--- src/qfalu_pkg.sv ---
package qfalu_pkg;

  // Default word width of the arithmetic
  localparam int DATA_WIDTH_DEF = 32;

  // Field widths and tdata layout of the input channel
  localparam int Q_W        = 5;
  localparam int OPND_W     = 32;
  localparam int OP_W       = 2;
  localparam int A_LSB      = 0;
  localparam int QA_LSB     = A_LSB + OPND_W;
  localparam int B_LSB      = QA_LSB + Q_W;
  localparam int QB_LSB     = B_LSB + OPND_W;
  localparam int QR_LSB     = QB_LSB + Q_W;
  localparam int IN_DATA_W  = 80;
  localparam int OUT_DATA_W = 32;

  typedef enum logic [OP_W-1:0] {
    OP_ADD = 2'd0,
    OP_SUB = 2'd1,
    OP_MUL = 2'd2,
    OP_DIV = 2'd3
  } op_t;

  typedef enum logic [2:0] {
    ST_IDLE,
    ST_PREP,
    ST_MSHIFT,
    ST_DIV,
    ST_DONE
  } state_t;

  // Commands from controller to datapath
  typedef struct packed {
    logic load;
    logic prep;
    logic mshift;
    logic div_step;
    logic out_load;
  } cmd_t;

  // Status from datapath to controller
  typedef struct packed {
    op_t  op;
    logic div_zero;
    logic div_last;
  } sts_t;

endpackage

--- src/qfalu_ctrl.sv ---
module qfalu_ctrl (
  input  logic              clk,
  input  logic              rst_n,
  input  logic              in_tvalid,
  output logic              in_tready,
  output logic              out_tvalid,
  input  logic              out_tready,
  input  qfalu_pkg::sts_t   sts,
  output qfalu_pkg::cmd_t   cmd
);

  qfalu_pkg::state_t state_r, state_nxt;
  logic              out_vld_r, out_vld_nxt;

  // State and output-valid registers
  always_ff @(posedge clk) begin
    if (!rst_n) begin
      state_r   <= qfalu_pkg::ST_IDLE;
      out_vld_r <= 1'b0;
    end else begin
      state_r   <= state_nxt;
      out_vld_r <= out_vld_nxt;
    end
  end

  // Next state and datapath commands
  always_comb begin
    state_nxt = state_r;
    cmd       = '0;
    in_tready = 1'b0;
    case (state_r)
      qfalu_pkg::ST_IDLE: begin
        in_tready = 1'b1;
        if (in_tvalid) begin
          cmd.load  = 1'b1;
          state_nxt = qfalu_pkg::ST_PREP;
        end
      end
      qfalu_pkg::ST_PREP: begin
        cmd.prep = 1'b1;
        case (sts.op)
          qfalu_pkg::OP_MUL: state_nxt = qfalu_pkg::ST_MSHIFT;
          qfalu_pkg::OP_DIV: begin
            state_nxt = sts.div_zero ? qfalu_pkg::ST_DONE : qfalu_pkg::ST_DIV;
          end
          default: state_nxt = qfalu_pkg::ST_DONE;
        endcase
      end
      qfalu_pkg::ST_MSHIFT: begin
        cmd.mshift = 1'b1;
        state_nxt  = qfalu_pkg::ST_DONE;
      end
      qfalu_pkg::ST_DIV: begin
        cmd.div_step = 1'b1;
        if (sts.div_last) begin
          state_nxt = qfalu_pkg::ST_DONE;
        end
      end
      qfalu_pkg::ST_DONE: begin
        // Hand the result over once the output register is free
        if (!out_vld_r || out_tready) begin
          cmd.out_load = 1'b1;
          state_nxt    = qfalu_pkg::ST_IDLE;
        end
      end
      default: state_nxt = qfalu_pkg::ST_IDLE;
    endcase
  end

  // Hold the output until its transfer completes
  always_comb begin
    if (cmd.out_load) begin
      out_vld_nxt = 1'b1;
    end else if (out_tready) begin
      out_vld_nxt = 1'b0;
    end else begin
      out_vld_nxt = out_vld_r;
    end
  end

  assign out_tvalid = out_vld_r;

endmodule

--- src/qfalu_dp.sv ---
module qfalu_dp #(
  parameter int DATA_WIDTH = qfalu_pkg::DATA_WIDTH_DEF
) (
  input  logic                             clk,
  input  logic [qfalu_pkg::OP_W-1:0]       in_op,
  input  logic [qfalu_pkg::IN_DATA_W-1:0]  in_data,
  input  qfalu_pkg::cmd_t                  cmd,
  output qfalu_pkg::sts_t                  sts,
  output logic [qfalu_pkg::OUT_DATA_W-1:0] out_result,
  output logic                             out_dz
);

  localparam int W  = DATA_WIDTH;
  localparam int QW = qfalu_pkg::Q_W;
  localparam int CW = $clog2(DATA_WIDTH + 63);

  // Shift one operand to the result format: left drops high bits, right is arithmetic
  function automatic logic [W-1:0] align_q(input logic [W-1:0] w,
                                            input logic [QW-1:0] qf,
                                            input logic [QW-1:0] qt);
    logic [QW-1:0] d;
    d = (qt > qf) ? (qt - qf) : (qf - qt);
    if (qt > qf) begin
      return w << d;
    end
    return W'($signed(w) >>> d);
  endfunction

  function automatic logic [W-1:0] mag(input logic [W-1:0] x);
    return x[W-1] ? (W'(0) - x) : x;
  endfunction

  qfalu_pkg::op_t  op_r;
  logic [W-1:0]    a_r, b_r, ma_r, mb_r;
  logic [QW-1:0]   qa_r, qb_r, qr_r;
  logic            neg_r, dz_r;
  logic [W-1:0]    res_r, dvd_r, rem_r;
  logic [2*W-1:0]  prod_r;
  logic [CW-1:0]   cnt_r;
  logic [W-1:0]    out_res_r;
  logic            out_dz_r;

  logic [W-1:0]    in_a, in_b;
  logic [W-1:0]    ala, alb;
  logic            na, nb;
  logic [7:0]      rdiv, rneg;
  logic [QW:0]     qp, qr_ext;
  logic [QW:0]     sr_amt;
  logic [QW-1:0]   sl_amt;
  logic [2*W-1:0]  prod_shl, prod_shr;
  logic [W:0]      rem_sh, rem_diff;
  logic            ge;

  assign in_a = in_data[qfalu_pkg::A_LSB +: W];
  assign in_b = in_data[qfalu_pkg::B_LSB +: W];
  assign na   = a_r[W-1];
  assign nb   = b_r[W-1];

  // Add/subtract alignment
  assign ala = align_q(a_r, qa_r, qr_r);
  assign alb = align_q(b_r, qb_r, qr_r);

  // Extra quotient bits for divide: q_b - q_a + q_result
  assign rdiv = {3'b000, qb_r} - {3'b000, qa_r} + {3'b000, qr_r};
  assign rneg = 8'd0 - rdiv;

  // Product rescale amounts
  assign qp       = {1'b0, qa_r} + {1'b0, qb_r};
  assign qr_ext   = {1'b0, qr_r};
  assign sl_amt   = QW'(qr_ext - qp);
  assign sr_amt   = qp - qr_ext;
  assign prod_shl = prod_r << sl_amt;
  assign prod_shr = prod_r >> sr_amt;

  // One restoring divide step
  assign rem_sh   = {rem_r, dvd_r[W-1]};
  assign rem_diff = rem_sh - {1'b0, mb_r};
  assign ge       = (rem_sh >= {1'b0, mb_r});

  always_ff @(posedge clk) begin
    // Capture the item and its operand magnitudes
    if (cmd.load) begin
      op_r <= qfalu_pkg::op_t'(in_op);
      a_r  <= in_a;
      b_r  <= in_b;
      ma_r <= mag(in_a);
      mb_r <= mag(in_b);
      qa_r <= in_data[qfalu_pkg::QA_LSB +: QW];
      qb_r <= in_data[qfalu_pkg::QB_LSB +: QW];
      qr_r <= in_data[qfalu_pkg::QR_LSB +: QW];
    end

    // First operation cycle
    if (cmd.prep) begin
      neg_r <= 1'b0;
      dz_r  <= 1'b0;
      case (op_r)
        qfalu_pkg::OP_ADD: res_r <= ala + alb;
        qfalu_pkg::OP_SUB: res_r <= ala - alb;
        qfalu_pkg::OP_MUL: begin
          prod_r <= (2*W)'(ma_r) * (2*W)'(mb_r);
          neg_r  <= na ^ nb;
        end
        qfalu_pkg::OP_DIV: begin
          res_r <= '0;
          rem_r <= '0;
          if (mb_r == '0) begin
            dz_r <= 1'b1;
          end else begin
            neg_r <= na ^ nb;
            if (rdiv[7]) begin
              dvd_r <= ma_r >> rneg[QW-1:0];
              cnt_r <= CW'(W);
            end else begin
              dvd_r <= ma_r;
              cnt_r <= CW'(W) + CW'(rdiv[6:0]);
            end
          end
        end
        default: res_r <= '0;
      endcase
    end

    // Rescale the product to the result format
    if (cmd.mshift) begin
      res_r <= (qr_ext >= qp) ? prod_shl[W-1:0] : prod_shr[W-1:0];
    end

    // Advance the divider by one quotient bit
    if (cmd.div_step) begin
      rem_r <= ge ? rem_diff[W-1:0] : rem_sh[W-1:0];
      res_r <= {res_r[W-2:0], ge};
      dvd_r <= dvd_r << 1;
      cnt_r <= cnt_r - 1'b1;
    end

    // Restore the sign into the output register
    if (cmd.out_load) begin
      out_res_r <= neg_r ? (W'(0) - res_r) : res_r;
      out_dz_r  <= dz_r;
    end
  end

  assign sts.op       = op_r;
  assign sts.div_zero = (mb_r == '0);
  assign sts.div_last = (cnt_r == CW'(1));

  assign out_result = qfalu_pkg::OUT_DATA_W'(out_res_r);
  assign out_dz     = out_dz_r;

endmodule

--- src/qformat_fixed_point_alu.sv ---
// Q-format fixed-point ALU: add, subtract, multiply and divide of two
// DATA_WIDTH-bit two's complement words, each with its own count of
// fractional bits, giving one word in the requested format that wraps on
// overflow. One item is worked at a time. After an item is taken, PREP and
// DONE follow for add, subtract and a zero divisor, PREP, MSHIFT and DONE for
// multiply, and PREP, DIV and DONE for divide; DONE loads the output register
// once it is free, and then the next item is taken. In DIV the restoring
// divider yields one quotient bit per cycle, DATA_WIDTH + max(0, r) bits in
// all (up to DATA_WIDTH + 62), where r = q_b - q_a + q_result. A finished
// result waits in the output register while the next item is taken and worked.
module qformat_fixed_point_alu #(
  parameter int DATA_WIDTH = qfalu_pkg::DATA_WIDTH_DEF
) (
  input  logic                             clk,
  input  logic                             rst_n,
  input  logic                             in_tvalid,
  output logic                             in_tready,
  // operand_a[31:0], q_a[36:32], operand_b[68:37], q_b[73:69], q_result[78:74], pad
  input  logic [qfalu_pkg::IN_DATA_W-1:0]  in_tdata,
  // operation[1:0]
  input  logic [qfalu_pkg::OP_W-1:0]       in_tuser,
  output logic                             out_tvalid,
  input  logic                             out_tready,
  // result[31:0]
  output logic [qfalu_pkg::OUT_DATA_W-1:0] out_tdata,
  // divide_by_zero[0]
  output logic                             out_tuser
);

  qfalu_pkg::cmd_t cmd;
  qfalu_pkg::sts_t sts;

  qfalu_ctrl u_ctrl (
    .clk        (clk),
    .rst_n      (rst_n),
    .in_tvalid  (in_tvalid),
    .in_tready  (in_tready),
    .out_tvalid (out_tvalid),
    .out_tready (out_tready),
    .sts        (sts),
    .cmd        (cmd)
  );

  qfalu_dp #(
    .DATA_WIDTH (DATA_WIDTH)
  ) u_dp (
    .clk        (clk),
    .in_op      (in_tuser),
    .in_data    (in_tdata),
    .cmd        (cmd),
    .sts        (sts),
    .out_result (out_tdata),
    .out_dz     (out_tuser)
  );

endmodule

--- config.mk ---
export PLATFORM = sky130hd
export DESIGN_NAME = qformat_fixed_point_alu
export DESIGN_NICKNAME = d
export VERILOG_FILES = /design/src/qfalu_pkg.sv /design/src/qfalu_ctrl.sv /design/src/qfalu_dp.sv /design/src/qformat_fixed_point_alu.sv
export SDC_FILE = /design/constraint.sdc
export NUM_CORES = 2
export LEC_CHECK = 0
export BUFFER_PORTS_ARGS = -buffer_cell sky130_fd_sc_hd__buf_4
export CAP_MARGIN = 20
export CORE_ASPECT_RATIO = 1.25
export CORE_UTILIZATION = 45
export CTS_CLUSTER_DIAMETER = 80
export DETAILED_ROUTE_END_ITERATION = 6
export HOLD_SLACK_MARGIN = 0.02
export PLACE_DENSITY = 0.67
export SLEW_MARGIN = 20
export SYNTH_ARGS = -nofsm -noshare
export SYNTH_HDL_FRONTEND = slang
export SYNTH_SLANG_ARGS = --single-unit
--- constraint.sdc ---
create_clock -name clk -period 9 [get_ports clk]
set_input_delay 0.9 -clock clk [delete_from_list [all_inputs] [get_ports clk]]
set_output_delay 0.9 -clock clk [all_outputs]
set_load 0.05 [all_outputs]
; ---- Word level (Yosys, flattened, before mapping)
; Cells that the tools add are included.
[word_totals]
out_inout_bits = 35
in_bits = 86
regBits = 351
[classes]
shift = 7
mux = 49
add_sub_neg = 18
multipliers = 1
reduce_logical = 16
n_lt_le_gt_ge = 4
bitwise_logic = 2
n_eq_ne = 12
[op_table]
columns = op, count
row1 = 2-to-1 mux 32 bit, 18
row2 = one-hot mux 32 bit (3 select lines), 1
row3 = "subtractor 1 x 32 -> 32 bit, first input constant", 3
row4 = multiplier 32 x 32 -> 64 bit, 1
row5 = left shift 32 x 5 -> 32 bit, 2
row6 = left shift 64 x 5 -> 32 bit, 1
row7 = >> shifter 64 x 6 -> 32 bit, 1
row8 = >>> shifter 32 x 5 -> 32 bit, 2
row9 = subtractor 32 bit, 2
row10 = 2-to-1 mux 31 bit, 2
row11 = 2-to-1 mux 7 bit, 5
row12 = >= comparator 33 x 32 -> 1 bit, 1
row13 = adder 32 bit, 1
row14 = zero test 32 bit, 1
row15 = >> shifter 32 x 5 -> 32 bit, 1
row16 = subtractor 5 bit, 5
row17 = one-hot mux 3 bit (5 select lines), 1
row18 = 2-to-1 mux 1 bit, 14
row19 = 2-to-1 mux 3 bit, 4
row20 = greater-than comparator 5 bit, 2
row21 = 2-to-1 mux 5 bit, 2
row22 = AND reduction 3 bit, 3
row23 = adder 8 x 5 -> 8 bit, 1
row24 = "adder 6 x 7 -> 7 bit, first input constant", 1
row25 = other kinds (26), 34

; ---- Logic depth before layout (Yosys ltp)
[logic_depth]
word_depth = 10
mapped_depth = 35
mapped_depth_nobuf = 32

; ---- Hierarchy
; A second synthesis with hierarchy kept.
[hier_totals]
cells_unflattened = 7451
area_unflattened_um2 = 66583.9
[modules_own_cells]
columns = mod, area_per_inst_um2, instances, cells_per_inst, seq_area_each_um2
row1 = qfalu_dp, 66307.3, 1, 7413, 10349.9
row2 = qfalu_ctrl, 276.5, 1, 38, 80.1

; ---- Least setup slack after synthesis
; No wires, ideal clock.
[synth_timing]
path_kind = register -> register
start = register u_dp.ma_r[14]
end = register u_dp.prod_r[62], data pin
path_slack_ns = 1.127
path_buffers = 2
stages_incl_launch_ff = 32
setup_time_ns = 0.258
arrival_time_ns = 7.615
path_cell_list = edfxtp_1 > clkbuf_1 > clkbuf_1 > nand2_1 > fa_1 > inv_1 > fa_1 > inv_1 > fa_1 > inv_1 > fa_1 > fa_1 > inv_1 > fa_1 > fa_1 > fa_1 > inv_1 > ha_1 > a21o_1 > a21o_1 > a21o_1 > a21o_1 > a21oi_1 > o21ai_0 > a21oi_1 > a31oi_1 > a21oi_1 > o21a_1 > o21ai_0 > a221o_1 > a31oi_1 > xnor2_1
[synth_via]
elab_chain_len = 1
[synth_lines]
columns = element, line_no
row1 = start: declaration, qfalu_dp.sv:34  ; logic [W-1:0] a_r, b_r, ma_r, mb_r;
row2 = start signal: assignment, qfalu_dp.sv:86  ; ma_r <= mag(in_a);
row3 = multiplier 32 x 32 -> 64 bit, qfalu_dp.sv:101  ; prod_r <= (2*W)'(ma_r) * (2*W)'(mb_r);
row4 = end signal: assignment, qfalu_dp.sv:101
row5 = end: declaration, qfalu_dp.sv:38  ; logic [2*W-1:0] prod_r;
; No other way between the ends.
; A chain may end at the register's enable or synchronous reset.

; ---- Final worst setup path
[layout_timing]
start = register u_dp.ma_r[18]
end = register u_dp.prod_r[62], data pin
; Same word-level chain as after synthesis.

==> results.cfg <==
[outcome]
run_status = complete, but fails checks
violations = DRC

[min_path]
hp-class = primary input to register

[detailed_routing]
ant_nets = 0
wl_met2_microns = 110400
routed.top_layer = met4
drt-initial-drc-count = 4669
drc = 1
wl_per_cell_microns = 23.23
vias = 56150
drt_wl_total_microns = 220900
via_per_inst = 5.903
wl_met3_microns = 13050
drt-met1-wl_microns = 80350
firstDrtPassIters = 7

[clock_network]
cts_buffer_depth = 3
clock_sinks = 349
cts_tree = done
clk_latency_ns = 0.65
clockRootBuffer = clkbuf_16
h-tree-depth = 2
cts_buffers = 44
clk_pin_slew_ns = 0.07

[synthesis]
syn_inst = 7547
synth_largest_area_cell = fa_1
synth_simple_gate_area_share_pct = 17.53
synthFlopType = edfxtp_1
synthMuxAreaShare_pct = 7.813
synth_top_family_by_area = adder cells
syn_nets = 8915
ys_seq_area_share_pct = 15.62
synth_area_leaders = fa_1, edfxtp_1, ha_1
synth_top_area_share_pct = 27.20
synth_seq_cells = 349
syn_area_per_cell_sq_um = 8.846
synth-edff-count = 344
synthArstFlopShare_pct = 0
yosysWarnings = 0
ys_types = 118
syn-cell-area_sq_mm = 0.06676
synth_fa_ha_area_share_pct = 34.23
synth_xor_area_share_pct = 3.477
synth_compound_area_share_pct = 12.65

[global_route]
overflow = 0
grt_pass1_vias = 57880
grt_antenna_before_repair = 12
grt_usage_pct = 29.39
grt_pass1_wl_microns = 338500
grt_start_max_net_pins = 72

[setup_path]
critPathKind = register to register
critPathSlowestCell = fa_1
crit_path_end_kind = register
critPathLaunchType = register
crit_required_ns = 9.41
worst-path-max-fanout = 9
path_delay_family = adder cells
critPathBufInv = 7
critical-path-max-stage-delay_ns = 0.60
arrival_ns = 9.04
cp_common_cell = fa_1

[final_layout]
drive_gt1_share_pct = 10.14
layout.nets = 8931
area_growth_pct = 9.245
design_area_sq_mm = 0.07293
stdcell_count = 9511

[sta]
max_freq_mhz = 115.9
setup_viol = 0
layout_min_cycle_time_ns = 8.630
slew_headroom_pct = 18.94
fin_worst_skew_ns = 0.06902
timing.final.crit_share_pct = 95.89
finalMaxSlewViolations = 0
tns_ns = 0
hold_viol = 0
rsz0062_at_grt = false
fin_ws_ns = 0.3703
max_slew.worst_pin.slew_ns = 1.216

[place]
dp_cells = 9404
place_area_sq_mm = 0.07112
globalplace.congestion = 1.019
dpl.hpwl_microns = 177200
io_buffers = 119
dp_slack_ns = 0.1271

[die]
coreArea_sq_mm = 0.1469
initial_core_util_pct = 45.43
die_area_sq_mm = 0.1499
num_io_pins = 121
num_rows = 157
die_x_microns = 346.5
die_h_microns = 432.6

[job]
drv_cap = 0
registers in the layout, summed over array words and instances, names as in the netlist, 5 cells and up:
register         cells
u_dp.qa_r            5
u_dp.a_r            31
u_dp.rem_r          32
u_dp.qb_r            5
u_dp.prod_r         64
u_dp.ma_r           32
u_dp.cnt_r           7
u_dp.b_r            31
u_dp.qr_r            5
u_dp.mb_r           32
u_dp.dvd_r          32
u_dp.res_r          32
u_dp.out_result     32
Yosys cell counts (19+ instances only):
cell / instances
inv_1: 1008
nand2_1: 909
fa_1: 907
and2_1: 560
clkbuf_1: 431
nor2_1: 426
ha_1: 375
edfxtp_1: 344
a21oi_1: 343
o21ai_0: 330
mux2i_1: 265
xnor2_1: 199
nor3_1: 113
nand3_1: 108
a211oi_1: 91
mux4_2: 84
a21o_1: 81
xor2_1: 66
nand2b_1: 65
o211ai_1: 65
mux2_2: 55
a31oi_1: 51
nor2b_1: 50
or3_1: 48
o31ai_1: 47
o22ai_1: 40
nand4_1: 33
o21a_1: 32
buf_1: 29
nor4_1: 21
o21bai_1: 21
and3_1: 20
buf_2: 20
o41ai_1: 19
worst paths after layout:
check                              startpoint  slack [ns]               to  cells after the start
worst max-delay path            u_dp.ma_r[18]        0.37  u_dp.prod_r[62]                     31
worst min-delay path             in_tdata[38]        0.43      u_dp.b_r[1]                      1
worst max register to register  u_dp.ma_r[18]        0.37  u_dp.prod_r[62]                     31
worst min register to register      u_dp.dz_r        0.46      u_dp.out_dz                      0
through the flow:
step                      hold WS (ns)  util [%]
after detailed placement        0.4422     48.40
after CTS                       0.3995     49.42
after global placement          0.4303     48.40
after global routing            0.4156     49.64
final                           0.4326     49.64
after floorplan                 0.4003         -
layout by cell type, fill, tap and decap left out, types with 21 or more instances in the layout:
cell	Yosys	final
edfxtp_1	344	344
a21o_1	81	81
nor2_1	426	425
xor2_1	66	61
o21ai_0	330	329
o31ai_1	47	47
a21oi_1	343	342
o21a_1	32	32
nand2b_1	65	64
or3_1	48	48
mux4_2	84	84
xnor2_1	199	188
and2_1	560	560
nand2_1	909	908
nor2b_1	50	49
mux2_2	55	55
fa_1	907	905
nand3_1	108	108
nand4_1	33	33
a211oi_1	91	91
inv_1	1008	1007
a31oi_1	51	51
clkbuf_16	0	44
nor3_1	113	112
buf_4	16	433
o22ai_1	40	40
o211ai_1	65	65
nor4_1	21	21
ha_1	375	372
buf_12	0	39
o21bai_1	21	21
mux2i_1	265	265
metal layers:
layer / GRT usage (%) / vias up
met4: 20.46 / 0
met1: 33.58 / 28080
met5: 0.2592 / -
met2: 51.31 / 2325
li1: - / 25010
met3: 3.420 / 732
logic make-up after synthesis:
kind of cell | Yosys count
and+or+nand+nor | 2421
DFF | 349
buffers and inverters | 1511
AOI/OAI and AO/OA | 1312
xor gates and xnor gates | 265
muxes | 407
adders and majority gates | 1282
cell type report:
type | count | area, sq um
Fill cell | 13710 | 74000
Multi-Input combinational cell | 5687 | 50780
Sequential cell | 349 | 10430
Timing Repair Buffer | 472 | 4031
Inverter | 1009 | 3787
Tap cell | 1908 | 2387
Clock buffer | 47 | 1112
Clock inverter | 33 | 389.1
Antenna cell | 6 | 15.01
what timing repair did:
action                                  4_1_cts  5_1_grt
endpoints found under the setup margin        0        7
resized for setup                             0        1
hold buffers                                  0        0
endpoints found under the hold margin         0        0
buffers inserted                              0       21
Power is left out: the tool's default activity adds up to more than one toggle a clock period on the data nets, which glitch-free logic cannot reach.
